===== config.mk =====
export PLATFORM = sky130hd
export DESIGN_NAME = compare_timer_delay_queue_top_flat
export DESIGN_NICKNAME = d
export VERILOG_FILES = /design/src/cdq_pkg.sv /design/src/cdq_if.sv /design/src/cdq_ctrl.sv /design/src/cdq_dp.sv /design/src/compare_timer_delay_queue_top.sv /design/src/flat_wrapper.sv
export SDC_FILE = /design/constraint.sdc
export NUM_CORES = 1
export LEC_CHECK = 0
export BUFFER_PORTS_ARGS = -buffer_cell sky130_fd_sc_hd__buf_4
export CORE_ASPECT_RATIO = 1.4
export CORE_MARGIN = 3
export CORE_UTILIZATION = 50
export CTS_CLUSTER_DIAMETER = 60
export DETAILED_ROUTE_END_ITERATION = 6
export HOLD_SLACK_MARGIN = 0.12
export PLACE_DENSITY = 0.68
export SLEW_MARGIN = 0
export SYNTH_ARGS = -nofsm -noshare
export SYNTH_HDL_FRONTEND = slang
export SYNTH_SLANG_ARGS = --single-unit
export TNS_END_PERCENT = 30

===== constraint.sdc =====
create_clock -name clk -period 8.2 [get_ports clk]
set_input_delay 0 -clock clk [delete_from_list [all_inputs] [get_ports clk]]
set_output_delay 0 -clock clk [all_outputs]
set_load 0.03 [all_outputs]

===== src/cdq_pkg.sv =====
// Shared constants and controller/datapath command and status types
// for the compare timer delay queue. Depends on nothing.
package cdq_pkg;

  localparam int DEFAULT_QUEUE_DEPTH  = 8;
  localparam int DEFAULT_TASK_ID_BITS = 5;

  localparam logic [31:0] DELAY_LIMIT = 32'hFFFF_FFF0;
  localparam logic [31:0] DELTA_MAX   = 32'hFFFF_FFFF;
  localparam logic [31:0] MIN_LEAD    = 32'd2;

  localparam logic [1:0] OP_START   = 2'd0;
  localparam logic [1:0] OP_COMPARE = 2'd1;
  localparam logic [1:0] OP_QUERY   = 2'd2;
  localparam logic [1:0] OP_UNUSED  = 2'd3;

  localparam logic KIND_NOTICE = 1'b0;
  localparam logic KIND_STATUS = 1'b1;

  typedef struct packed {
    logic load;
    logic step;
    logic emit_notice;
    logic emit_own;
    logic append;
    logic rearm;
    logic emit_status;
  } cdq_cmd_t;

  typedef struct packed {
    logic is_start;
    logic is_compare;
    logic scan_end;
    logic due;
    logic full;
    logic slot_free;
  } cdq_stat_t;

endpackage


===== src/cdq_if.sv =====
// Valid/ready channel interfaces for input items and result items.
// Depends on nothing.
interface cdq_in_if #(parameter int TASK_ID_BITS = 5);
  logic                    valid;
  logic                    ready;
  logic [1:0]              operation;
  logic [TASK_ID_BITS-1:0] task_id;
  logic [31:0]             delay_ticks;
  logic [31:0]             now;
  modport source (output valid, operation, task_id, delay_ticks, now, input ready);
  modport sink   (input valid, operation, task_id, delay_ticks, now, output ready);
endinterface

interface cdq_out_if #(parameter int TASK_ID_BITS = 5);
  logic                    valid;
  logic                    ready;
  logic                    kind;
  logic [TASK_ID_BITS-1:0] resumed_task;
  logic [31:0]             compare_value;
  logic                    active;
  logic [31:0]             ticks_left;
  logic                    last;
  modport source (output valid, kind, resumed_task, compare_value, active,
                  ticks_left, last, input ready);
  modport sink   (input valid, kind, resumed_task, compare_value, active,
                  ticks_left, last, output ready);
endinterface


===== src/cdq_ctrl.sv =====
// Controller state machine of the delay queue: sequences the scan,
// append, rearm and status steps. Depends on cdq_pkg.
module cdq_ctrl
  import cdq_pkg::*;
(
  input  logic      clk,
  input  logic      rst_n,
  input  logic      in_valid,
  output logic      in_ready,
  input  cdq_stat_t stat,
  output cdq_cmd_t  cmd
);

  typedef enum logic [2:0] {
    S_IDLE, S_SCAN, S_APPEND, S_REARM, S_STATUS
  } state_t;

  state_t state_r, state_nxt;

  always_comb begin
    cmd       = '0;
    state_nxt = state_r;
    in_ready  = 1'b0;
    case (state_r)
      S_IDLE: begin
        in_ready = rst_n;
        if (in_valid && rst_n) begin
          cmd.load  = 1'b1;
          state_nxt = S_SCAN;
        end
      end
      S_SCAN: begin
        if (stat.scan_end) begin
          if (stat.is_start) state_nxt = S_APPEND;
          else if (stat.is_compare) state_nxt = S_REARM;
          else state_nxt = S_STATUS;
        end else if (stat.due) begin
          if (stat.slot_free) begin
            cmd.emit_notice = 1'b1;
            cmd.step        = 1'b1;
          end
        end else begin
          cmd.step = 1'b1;
        end
      end
      S_APPEND: begin
        if (stat.full) begin
          if (stat.slot_free) begin
            cmd.emit_own = 1'b1;
            state_nxt    = S_REARM;
          end
        end else begin
          cmd.append = 1'b1;
          state_nxt  = S_REARM;
        end
      end
      S_REARM: begin
        cmd.rearm = 1'b1;
        state_nxt = S_STATUS;
      end
      S_STATUS: begin
        if (stat.slot_free) begin
          cmd.emit_status = 1'b1;
          state_nxt       = S_IDLE;
        end
      end
      default: state_nxt = S_IDLE;
    endcase
  end

  always_ff @(posedge clk) begin
    if (!rst_n) begin
      state_r <= S_IDLE;
    end else begin
      state_r <= state_nxt;
    end
  end

endmodule


===== src/cdq_dp.sv =====
// Datapath of the delay queue: entry store, scan pointers, nearest-target
// search, rearm logic and the result register. Depends on cdq_pkg.
module cdq_dp
  import cdq_pkg::*;
#(
  parameter int QUEUE_DEPTH  = DEFAULT_QUEUE_DEPTH,
  parameter int TASK_ID_BITS = DEFAULT_TASK_ID_BITS
) (
  input  logic                    clk,
  input  logic                    rst_n,
  input  cdq_cmd_t                cmd,
  output cdq_stat_t               stat,
  input  logic [1:0]              in_operation,
  input  logic [TASK_ID_BITS-1:0] in_task_id,
  input  logic [31:0]             in_delay_ticks,
  input  logic [31:0]             in_now,
  output logic                    out_valid,
  input  logic                    out_ready,
  output logic                    out_kind,
  output logic [TASK_ID_BITS-1:0] out_resumed_task,
  output logic [31:0]             out_compare_value,
  output logic                    out_active,
  output logic [31:0]             out_ticks_left,
  output logic                    out_last
);

  localparam int CW = $clog2(QUEUE_DEPTH + 1);
  localparam int IW = $clog2(QUEUE_DEPTH);

  logic [TASK_ID_BITS-1:0] ent_task_r [QUEUE_DEPTH];
  logic [31:0]             ent_tgt_r  [QUEUE_DEPTH];

  logic [CW-1:0]           count_r, rd_r, wr_r;
  logic                    armed_r;
  logic [31:0]             armed_tgt_r;
  logic [1:0]              op_r;
  logic [TASK_ID_BITS-1:0] task_r;
  logic [31:0]             delay_r, now_r;
  logic [31:0]             best_delta_r, best_r;
  logic                    found_r;
  logic [31:0]             rem_r;
  logic                    ov_r;

  logic [TASK_ID_BITS-1:0] cur_task;
  logic [31:0]             cur_tgt, cur_delta, new_tgt, new_delta, arm_delta, arm_tgt;
  logic                    cur_due, keep, mod_op;

  assign cur_task  = ent_task_r[rd_r[IW-1:0]];
  assign cur_tgt   = ent_tgt_r[rd_r[IW-1:0]];
  assign cur_delta = cur_tgt - now_r;
  assign cur_due   = ~(now_r - cur_tgt) >> 31 == 32'd1;
  assign new_tgt   = now_r + ((delay_r > DELAY_LIMIT) ? DELAY_LIMIT : delay_r);
  assign new_delta = new_tgt - now_r;
  assign mod_op    = (op_r == OP_START) || (op_r == OP_COMPARE);
  assign keep      = (op_r == OP_START) ? (cur_task != task_r) : !cur_due;

  // The nearest target is pulled to two ticks ahead when it is too close or past.
  assign arm_delta = best_r - now_r;
  assign arm_tgt   = (arm_delta <= 32'd1 || arm_delta[31]) ? now_r + MIN_LEAD : best_r;

  assign stat.is_start   = (op_r == OP_START);
  assign stat.is_compare = (op_r == OP_COMPARE);
  assign stat.scan_end   = (rd_r == count_r);
  assign stat.due        = (op_r == OP_COMPARE) && cur_due;
  assign stat.full       = (wr_r == CW'(QUEUE_DEPTH));
  assign stat.slot_free  = !ov_r || out_ready;

  always_ff @(posedge clk) begin
    if (cmd.load) begin
      op_r         <= in_operation;
      task_r       <= in_task_id;
      delay_r      <= in_delay_ticks;
      now_r        <= in_now;
      rd_r         <= '0;
      wr_r         <= '0;
      best_delta_r <= DELTA_MAX;
      best_r       <= in_now + DELTA_MAX;
      found_r      <= 1'b0;
      rem_r        <= '0;
    end
    if (cmd.step) begin
      rd_r <= rd_r + CW'(1);
      if (op_r == OP_QUERY && cur_task == task_r && !found_r) begin
        found_r <= 1'b1;
        rem_r   <= cur_delta;
      end
      if (mod_op && keep) begin
        ent_task_r[wr_r[IW-1:0]] <= cur_task;
        ent_tgt_r[wr_r[IW-1:0]]  <= cur_tgt;
        wr_r <= wr_r + CW'(1);
        if (cur_delta < best_delta_r) begin
          best_delta_r <= cur_delta;
          best_r       <= cur_tgt;
        end
      end
    end
    if (cmd.append) begin
      ent_task_r[wr_r[IW-1:0]] <= task_r;
      ent_tgt_r[wr_r[IW-1:0]]  <= new_tgt;
      wr_r <= wr_r + CW'(1);
      if (new_delta < best_delta_r) begin
        best_delta_r <= new_delta;
        best_r       <= new_tgt;
      end
    end
    if (cmd.emit_notice || cmd.emit_own || cmd.emit_status) begin
      out_kind            <= cmd.emit_status ? KIND_STATUS : KIND_NOTICE;
      out_resumed_task    <= cmd.emit_notice ? cur_task :
                             cmd.emit_own ? task_r : '0;
      out_compare_value   <= (cmd.emit_status && armed_r) ? armed_tgt_r : '0;
      out_active          <= cmd.emit_status && armed_r;
      out_ticks_left      <= cmd.emit_status ? rem_r : '0;
      out_last            <= cmd.emit_status;
    end
    if (!rst_n) begin
      count_r     <= '0;
      armed_r     <= 1'b0;
      armed_tgt_r <= '0;
      ov_r        <= 1'b0;
    end else begin
      if (cmd.rearm) begin
        count_r <= wr_r;
        if (wr_r == '0) begin
          armed_r <= 1'b0;
        end else begin
          armed_r     <= 1'b1;
          armed_tgt_r <= arm_tgt;
        end
      end
      if (cmd.emit_notice || cmd.emit_own || cmd.emit_status) ov_r <= 1'b1;
      else if (out_ready) ov_r <= 1'b0;
    end
  end

  assign out_valid = ov_r;

  a_count_bound: assert property (@(posedge clk) disable iff (!rst_n)
    count_r <= CW'(QUEUE_DEPTH)) else $error("entry count beyond depth");
  a_armed_nonempty: assert property (@(posedge clk) disable iff (!rst_n)
    armed_r |-> count_r != '0) else $error("armed with empty queue");
  a_emit_slot: assert property (@(posedge clk) disable iff (!rst_n)
    (cmd.emit_notice || cmd.emit_own || cmd.emit_status) |-> (!ov_r || out_ready))
    else $error("result overwritten while stalled");
  a_compact: assert property (@(posedge clk) disable iff (!rst_n)
    cmd.step |-> wr_r <= rd_r) else $error("compaction writes ahead of reads");

endmodule


===== src/compare_timer_delay_queue_top.sv =====
// Top level of the compare timer delay queue: joins controller and datapath.
// Depends on cdq_pkg, cdq_if, cdq_ctrl and cdq_dp.
//
// Usage: items arrive on in_ch (operation, task_id, delay_ticks, now) and
// results leave on out_ch, both valid/ready channels; a beat moves when
// valid and ready are high at a rising clock edge. Each input gives zero or
// more resumed-task notices and then one status beat with last set.
// Sequence: from the accepting edge, a query or an unused operation runs the
// scan and then loads the status beat; a compare event runs the scan, the
// rearm step and the status; a start runs the scan, the append step, the
// rearm step and the status. The scan walks the queued entries (at most
// QUEUE_DEPTH), one per cycle unless a notice waits for a free result slot,
// and compacts the kept entries for a start or a compare.
// One item is worked on at a time; the next is accepted once the status
// beat sits in the output register, so a stalled receiver holds the block
// only when a further beat must be written.
// Reset (rst_n low, synchronous) empties the queue, disarms the compare
// and drops any pending result beat; no input beat is taken during reset.
module compare_timer_delay_queue_top
  import cdq_pkg::*;
#(
  parameter int QUEUE_DEPTH  = DEFAULT_QUEUE_DEPTH,
  parameter int TASK_ID_BITS = DEFAULT_TASK_ID_BITS
) (
  input logic    clk,
  input logic    rst_n,
  cdq_in_if.sink    in_ch,
  cdq_out_if.source out_ch
);

  cdq_cmd_t  cmd;
  cdq_stat_t stat;

  // The controller only sequences; every value lives in the datapath.
  cdq_ctrl u_ctrl (
    .clk      (clk),
    .rst_n    (rst_n),
    .in_valid (in_ch.valid),
    .in_ready (in_ch.ready),
    .stat     (stat),
    .cmd      (cmd)
  );

  cdq_dp #(
    .QUEUE_DEPTH  (QUEUE_DEPTH),
    .TASK_ID_BITS (TASK_ID_BITS)
  ) u_dp (
    .clk                 (clk),
    .rst_n               (rst_n),
    .cmd                 (cmd),
    .stat                (stat),
    .in_operation        (in_ch.operation),
    .in_task_id          (in_ch.task_id),
    .in_delay_ticks      (in_ch.delay_ticks),
    .in_now              (in_ch.now),
    .out_valid           (out_ch.valid),
    .out_ready           (out_ch.ready),
    .out_kind            (out_ch.kind),
    .out_resumed_task    (out_ch.resumed_task),
    .out_compare_value   (out_ch.compare_value),
    .out_active          (out_ch.active),
    .out_ticks_left      (out_ch.ticks_left),
    .out_last            (out_ch.last)
  );

endmodule

===== src/flat_wrapper.sv =====
// flat-port wrapper written by rule: the top's interface ports become plain ports
module compare_timer_delay_queue_top_flat import cdq_pkg::*;
#(
  parameter int QUEUE_DEPTH  = DEFAULT_QUEUE_DEPTH,
  parameter int TASK_ID_BITS = DEFAULT_TASK_ID_BITS
)
  (clk, rst_n, in_ch_valid, in_ch_operation, in_ch_task_id, in_ch_delay_ticks, in_ch_now, in_ch_ready, out_ch_valid, out_ch_kind, out_ch_resumed_task, out_ch_compare_value, out_ch_active, out_ch_ticks_left, out_ch_last, out_ch_ready);
  cdq_in_if #(.TASK_ID_BITS(TASK_ID_BITS)) in_ch_i ();
  cdq_out_if #(.TASK_ID_BITS(TASK_ID_BITS)) out_ch_i ();
  input logic clk;
  input logic rst_n;
  input wire logic [$bits(in_ch_i.valid)-1:0] in_ch_valid;
  input wire logic [$bits(in_ch_i.operation)-1:0] in_ch_operation;
  input wire logic [$bits(in_ch_i.task_id)-1:0] in_ch_task_id;
  input wire logic [$bits(in_ch_i.delay_ticks)-1:0] in_ch_delay_ticks;
  input wire logic [$bits(in_ch_i.now)-1:0] in_ch_now;
  output wire logic [$bits(in_ch_i.ready)-1:0] in_ch_ready;
  output wire logic [$bits(out_ch_i.valid)-1:0] out_ch_valid;
  output wire logic [$bits(out_ch_i.kind)-1:0] out_ch_kind;
  output wire logic [$bits(out_ch_i.resumed_task)-1:0] out_ch_resumed_task;
  output wire logic [$bits(out_ch_i.compare_value)-1:0] out_ch_compare_value;
  output wire logic [$bits(out_ch_i.active)-1:0] out_ch_active;
  output wire logic [$bits(out_ch_i.ticks_left)-1:0] out_ch_ticks_left;
  output wire logic [$bits(out_ch_i.last)-1:0] out_ch_last;
  input wire logic [$bits(out_ch_i.ready)-1:0] out_ch_ready;
  assign in_ch_i.valid = in_ch_valid;
  assign in_ch_i.operation = in_ch_operation;
  assign in_ch_i.task_id = in_ch_task_id;
  assign in_ch_i.delay_ticks = in_ch_delay_ticks;
  assign in_ch_i.now = in_ch_now;
  assign in_ch_ready = in_ch_i.ready;
  assign out_ch_valid = out_ch_i.valid;
  assign out_ch_kind = out_ch_i.kind;
  assign out_ch_resumed_task = out_ch_i.resumed_task;
  assign out_ch_compare_value = out_ch_i.compare_value;
  assign out_ch_active = out_ch_i.active;
  assign out_ch_ticks_left = out_ch_i.ticks_left;
  assign out_ch_last = out_ch_i.last;
  assign out_ch_i.ready = out_ch_ready;
  compare_timer_delay_queue_top #(.QUEUE_DEPTH(QUEUE_DEPTH), .TASK_ID_BITS(TASK_ID_BITS)) u_core (.clk(clk), .rst_n(rst_n), .in_ch(in_ch_i), .out_ch(out_ch_i));
endmodule

==> metrics.yaml, run 1 <==
drt:
  dr.pass1.iters: 5
  drt_iter0_markers: 2378
  wl_um: 105000
  drtAntennaViolNets: 0
  drc: 0
  wire_per_inst_um: 24.9
  via_per_inst: 6.08
  num_vias: 25700
floorplan:
  fp-row-count: 111
  core_area_mm2: 0.0656
  fp.dieH_um: 311
  start_util: 0.505
  die-width_um: 224
  io_pins: 149
  die_area_mm2: 0.0694
clock_tree:
  cts_buffer_depth: 3
  path_clk_slew_ns: 0.07
  htree_num_levels: 2
  clk_latency_ns: 0.65
  clock-sinks: 587
  tritoncts: "yes"
  cts_made_buffers: 60
  cts_root_buf: "clkbuf_16"
global_route:
  grt_pass1_vias: 25900
  antenna_found_initial: 3
  grtUsageTotal: 0.298
  grt_remaining_overflow: 0
  grt_max_degree: 72
  grt_pass1_wl_um: 157000
worst_setup_path:
  r2r_end: "u_core.u_dp.best_r[24]$_DFF_P_"
  crit_type: "reg -> reg"
  critPathArrivalTime_ns: 8.25
  critPathCaptureType: "flip-flop"
  crit_required_ns: 8.73
  crit_slowest_cell: "fa_1"
  r2r_slack_ns: 0.49
  cp-endpoint: "u_core.u_dp.best_r[24]$_DFF_P_"
  cp_max_fo: 19
  crit_start: "u_core.u_dp.delay_r[28]$_DFFE_PP_"
  regToRegStartpoint: "u_core.u_dp.delay_r[28]$_DFFE_PP_"
  reg2reg_depth: 42
  cp_slowest_stage_delay_ns: 0.39
  start_kind: "flip-flop"
timing:
  slew_violations: 0
  layout_min_cycle_time_ns: 7.71
  slew_headroom: 0.0519
  fin_hold_ws_ns: 0.159
  fin_skew_ns: 0.0300
  hold_viol: 0
  post-route-period-util: 0.941
  fmax_mhz: 130
  setup_ws_ns: 0.485
  fin_setup_tns_ns: 0
  tightest_slew_ns: 1.40
  setup_viol: 0
logic_synthesis:
  ys_seq_area_frac: 0.488
  syn_inst: 3018
  synthTopCellsByCount: "442 x edfxtp_1, 221 x ha_1, 216 x nor2_1"
  synth_seq_cells: 587
  ys_warn_count: 0
  netlist.top_cell.by_area: "edfxtp_1"
  syn_nets: 3318
  yosysMostFrequentCell: "edfxtp_1"
  netlist_top_cells_area: "edfxtp_1 40%, dfxtp_1 8.8%, ha_1 8.3%"
  synthArstFlopShare: 0
  synth.top_cell.area_share: 0.401
  synth_ff_type: "edfxtp_1"
  synth_cell_types: 81
  synth-edff-count: 442
  syn_avg_cell_area_um2: 11.0
  synth_area_mm2: 0.0331
power_and_ir_drop:
  p_per_area_mw_per_mm2: 312
  ir_drop_mv: 0.218
  finalPower_mw: 12.3
  p_leak_nw: 16.0
layout:
  multi_input_area_mm2: 0.0159
  finalInstanceArea_mm2: 0.0395
  fin_cells: 4231
  syn_to_final_growth_pct: 19.1
  nets: 3630
  fin_util: 0.602
  ff_latch_area_mm2: 0.0162
  fillers: 5356
  drive_above_1_share: 0.168
min_path:
  hp-class: "in -> reg"
place:
  port_buffers: 148
  dp_cells: 3972
  place_worst_setup_slack_ns: -0.282
  placed_area_mm2: 0.0358
  hpwl_um: 77600
  gp_congestion: 0.972
status:
  outcome: "finished, final reports clean"
flow_run:
  maxCapViolCount: 0
## how the worst min path moves through the flow
stage	from	to	slack (ns)	cells past startpoint
finish	in_ch_now[27]	u_core.u_dp.now_r[27]$_DFFE_PP_	0.16	2
global placement	in_ch_task_id[4]	u_core.u_dp.task_r[4]$_DFFE_PP_	0.18	1
floorplan	in_ch_delay_ticks[0]	u_core.u_dp.delay_r[0]$_DFFE_PP_	0.1	0
global route	in_ch_now[9]	u_core.u_dp.now_r[9]$_DFFE_PP_	0.14	2
CTS	in_ch_now[23]	u_core.u_dp.now_r[23]$_DFFE_PP_	0.12	2
detailed placement	in_ch_task_id[1]	u_core.u_dp.task_r[1]$_DFFE_PP_	0.18	1
## layout make-up
cell class / count / share of cell area
Clock inverter: 40 / 0.0119
Sequential cell: 587 / 0.410
Multi-Input combinational cell: 2083 / 0.402
Timing Repair Buffer: 412 / 0.0915
Clock buffer: 73 / 0.0400
Tap cell: 847 / 0.0268
Antenna cell: 3 / 0.000190
Inverter: 186 / 0.0177
## report_power, final
group          internal (mW)  switching [mW]  total, mW
Combinational           2.09            3.34       5.43
Clock                   1.64            1.22       2.86
Sequential              3.70           0.331       4.03
Total                   7.43            4.89       12.3
## per-layer routing
| metal | GRT usage | part of all wire | up-vias |
|---|---|---|---|
| li1 | - | - | 11800 |
| met1 | 0.373 | 0.40 | 12700 |
| met2 | 0.510 | 0.49 | 962 |
| met3 | 0.0362 | 0.056 | 271 |
| met4 | 0.154 | 0.062 | 0 |
| met5 | 0 | 0 | - |
## cell usage in the layout, fill, tap and decap left out, types with 9 or more instances in the layout
cell           netlist  final
o21a_1              25     25
clkbuf_1           135     10
and2_1              47     47
or3_1               14     13
clkbuf_16            0     61
a31oi_1             35     35
nand3_1            138    138
nor4_1              21     20
dlygate4sd3_1        0    136
dfxtp_1            145    142
nor2b_1             30     30
nand2_1            142    137
a211oi_1            13     11
o2111ai_1           10     10
xnor2_1            108    105
o21ai_0            165    161
buf_4                1    262
clkinv_2             0     11
buf_12               0     13
mux2i_1             72     72
o21bai_1            14     13
mux4_2              74     74
nor3_1              48     43
o211ai_1            43     43
mux2_2              55     55
nand4_1             40     40
ha_1               221    221
a21o_1              81     81
inv_1              185    185
and3_1              66     66
nand2b_1            20     20
xor2_1              54     53
o31ai_1             10      9
a21oi_1            189    184
nor2_1             216    211
edfxtp_1           442    442
## flip-flops by register name (all words and copies together) (netlist names), named ones only
signal and cells:
u_core.u_dp.ent_tgt_r 256, u_core.u_dp.ent_task_r 40, u_core.u_dp.armed_tgt_r 32, u_core.u_dp.best_delta_r 32
u_core.u_dp.best_r 32, u_core.u_dp.delay_r 32, u_core.u_dp.now_r 32, u_core.u_dp.out_compare_value 32
u_core.u_dp.out_ticks_left 32, u_core.u_dp.rem_r 32, u_core.u_dp.out_resumed_task 5, u_core.u_dp.task_r 5
u_core.u_dp.count_r 4, u_core.u_dp.rd_r 4, u_core.u_dp.wr_r 4, u_core.u_ctrl.state_r 3
u_core.u_dp.op_r 2, u_core.u_dp.armed_r 1, u_core.u_dp.found_r 1, u_core.u_dp.out_active 1
u_core.u_dp.out_kind 1, u_core.u_dp.out_valid 1
## worst max-delay path, delay by kind of cell, from the launching register on
kind,cells,cell delay (ns)
buffers and inverters,5,0.85
flip-flops,1,0.36
AND/OR/NAND/NOR,13,1.88
XOR/XNOR,2,0.35
adder cells (fa/ha/maj),4,1.19
AO/OA/AOI/OAI,18,2.94
## what timing repair did
action                                  4_1_cts  5_1_grt
hold buffers                                136        0
cloned                                        0        1
gates resized for setup                       5       25
hold endpoints to repair                    153        0
pin swaps                                     0       16
setup buffers                                 0        6
endpoints found under the setup margin       64       64
## kinds of logic (layout without fill, tap and decap cells)
| kind of cell | count (synthesis) | count (layout) | share of synthesized area |
|---|---|---|---|
| AO/OA/AOI/OAI | 673 | 673 | 0.128 |
| XOR/XNOR | 162 | 162 | 0.0428 |
| adder cells (fa/ha/maj) | 225 | 225 | 0.0859 |
| buffers and inverters | 348 | 711 | 0.0410 |
| flip-flops | 587 | 587 | 0.488 |
| multiplexers | 201 | 201 | 0.0907 |
| other | 0 | 3 | 0 |
| AND/OR/NAND/NOR | 822 | 822 | 0.123 |
No activity file was read; power rests on OpenSTA's default activity.
==> run 2, diff against run 1 <==
CORE_MARGIN = 1.5   (was 3)
SYNTH_HIERARCHICAL = 1   (was default)
==> metrics.yaml, run 2 <==
status:
  outcome: "finished, violations left"
  violations: "DRC"
worst_setup_path:
  cp_slowest_stage_delay_ns: 0.41  # +0.02 ns
  cp_max_fo: 40  # +21
  crit_type: "reg -> reg"
  critPathArrivalTime_ns: 8.29  # +0.04 ns
  crit_slowest_cell: "fa_1"
  crit_required_ns: 8.72  # about the same
  critPathCaptureType: "flip-flop"
  start_kind: "flip-flop"
power_and_ir_drop:
  finalPower_mw: 14.0  # +14%
  p_per_area_mw_per_mm2: 358  # +15%
  ir_drop_mv: 0.207  # -5.0%
  p_leak_nw: 15.4  # -3.6%
logic_synthesis:
  syn_nets: 3278  # -1.2%
  netlist.top_cell.by_area: "edfxtp_1"
  yosysMostFrequentCell: "edfxtp_1"
  syn_avg_cell_area_um2: 11.2  # +1.7%
  synth-edff-count: 442  # unchanged
  synth.top_cell.area_share: 0.399  # -0.00149
  synth_ff_type: "edfxtp_1"
  synth_cell_types: 85  # +4.9%
  netlist_top_cells_area: "edfxtp_1 40%, dfxtp_1 8.7%, ha_1 8.3%"
  synthTopCellsByCount: "442 x edfxtp_1, 221 x ha_1, 180 x o21ai_0"
  ys_warn_count: 6  # +6
  ys_seq_area_frac: 0.486  # -0.00182
  synthArstFlopShare: 0  # unchanged
  synth_seq_cells: 587  # unchanged
  syn_inst: 2978  # -1.3%
  synth_area_mm2: 0.0333  # +0.37%
place:
  placed_area_mm2: 0.0360  # +0.40%
  port_buffers: 148  # unchanged
  hpwl_um: 79200  # +2.0%
  place_worst_setup_slack_ns: 0.456  # +0.738 ns
  gp_congestion: 1.01  # +3.9%
drt:
  wire_per_inst_um: 25.3  # +1.7%
  drtAntennaViolNets: 0  # unchanged
  num_vias: 25500  # -0.77%
  dr.pass1.iters: 7  # +2
  drt_iter0_markers: 2176  # -8.5%
  drc: 13  # +13
  wl_um: 106000  # +0.14%
  via_per_inst: 6.13  # +0.75%
floorplan:
  io_pins: 149  # unchanged
  die_area_mm2: 0.0681  # -1.9%
  die-width_um: 221  # -1.2%
  fp.dieH_um: 308  # -0.78%
  core_area_mm2: 0.0657  # +0.21%
  start_util: 0.506  # +0.000817
  fp-row-count: 111  # unchanged
clock_tree:
  cts_root_buf: "clkbuf_16"
  tritoncts: "yes"
  clock-sinks: 587  # unchanged
  cts_buffer_depth: 3  # unchanged
  cts_setup_buffers: 0  # unchanged
  path_clk_slew_ns: 0.07  # about the same
  clk_latency_ns: 0.66  # about the same
  htree_num_levels: 2  # unchanged
  cts_made_buffers: 56  # -6.7%
layout:
  largest_reg_flops: 256  # unchanged
  final_common_cell: "edfxtp_1"
  nets: 3573  # -1.6%
  finalInstanceArea_mm2: 0.0392  # -0.68%
  n_antenna_cell: 0  # -3
  drive_above_1_share: 0.174  # +0.00580
  layout_common_cells: "442 x edfxtp_1, 264 x buf_4, 221 x ha_1"
  syn_to_final_growth_pct: 17.9
  fin_util: 0.597  # -0.00537
timing:
  post-route-period-util: 0.948  # +0.00693
  fmax_mhz: 129  # -0.73%
  slew_violations: 0  # unchanged
  fin_skew_ns: 0.0349  # +0.00491 ns
  setup_viol: 0  # unchanged
  layout_min_cycle_time_ns: 7.77  # +0.0568 ns
  rsz0062_at_grt: "no"
  slew_headroom: 0.201  # +0.149
  setup_ws_ns: 0.428  # -0.0568 ns
  fin_hold_ws_ns: 0.146  # -0.0130 ns
  hold_viol: 0  # unchanged
  tightest_slew_ns: 1.20  # -0.205 ns
flow_run:
  maxCapViolCount: 0  # unchanged
global_route:
  grt_max_degree: 143  # +99%
  grtUsageTotal: 0.310  # +0.0112
  grt_pass1_wl_um: 158000  # +0.85%
  grt_remaining_overflow: 0  # unchanged
  grt_pass1_vias: 25300  # -2.3%
  antenna_found_initial: 2  # -1
min_path:
  hp-class: "in -> reg"
run 2: logic make-up after synthesis:
kind of cell | Yosys count | share of synthesized area
AND/OR/NAND/NOR | 788 | 0.125
AO/OA/AOI/OAI | 694 | 0.135
flip-flops | 587 | 0.486
buffers and inverters | 344 | 0.0418
adder cells (fa/ha/maj) | 225 | 0.0855
multiplexers | 180 | 0.0849
XOR/XNOR | 160 | 0.0421
run 2: per-stage QoR:
step / setup TNS (ns) / std cells
finish: 0 / 4167
global route: 0 / 4167
CTS: 0 / 4167
detailed placement: 0 / 3939
global placement: 0 / 3939
floorplan: -95.59 / 2978
run 2: cell type report:
type / instances / area (um2)
fillers: 5319 / 26500
flip-flops and latches: 587 / 16200
clock inverters: 39 / 503
repair buffers: 403 / 3530
well taps: 847 / 1060
multi-input cells: 2047 / 15800
clock buffers: 66 / 1480
inverters: 178 / 668
run 2: worst paths after layout:
check	from	endpoint	slack [ns]	depth (start not counted)
setup / recovery	u_core/u_dp/delay_r[31]$_DFFE_PP_	u_core/u_dp/best_r[20]$_DFF_P_	0.43	38
hold / removal	in_ch_now[20]	u_core/u_dp/now_r[20]$_DFFE_PP_	0.15	2
setup reg to reg	u_core/u_dp/delay_r[31]$_DFFE_PP_	u_core/u_dp/best_r[20]$_DFF_P_	0.43	38
hold reg to reg	u_core/u_dp/found_r$_DFF_P_	u_core/u_dp/found_r$_DFF_P_	0.47	2
run 2: what timing repair did:
item	CTS	global route
hold endpoints to repair	145	0
hold buffers	123	0
endpoints found under the setup margin	0	15
gates resized for setup	0	4
run 2: per-layer routing:
metal  global-route usage  up-vias  routed length (um)
met5                    0        -                  13
met4                0.150        2                5660
met3               0.0459      220                6620
met2                0.525      968               50600
met1                0.389    12600               42700
li1                     -    11700                   -
run 2: power breakdown:
| part | internal [mW] | switching (mW) |
|---|---|---|
| Sequential | 3.83 | 0.363 |
| Combinational | 2.74 | 4.31 |
| Clock | 1.59 | 1.19 |
run 2: critical path: cells and delay by family, from the launching register on:
kind                     cells  cell delay [ns]
multiplexers                 1             0.31
AND/OR/NAND/NOR             15             2.35
XOR/XNOR                     1             0.17
adder cells (fa/ha/maj)      4             1.28
AO/OA/AOI/OAI               15             2.65
buffers and inverters        2             0.51
flip-flops                   1             0.36
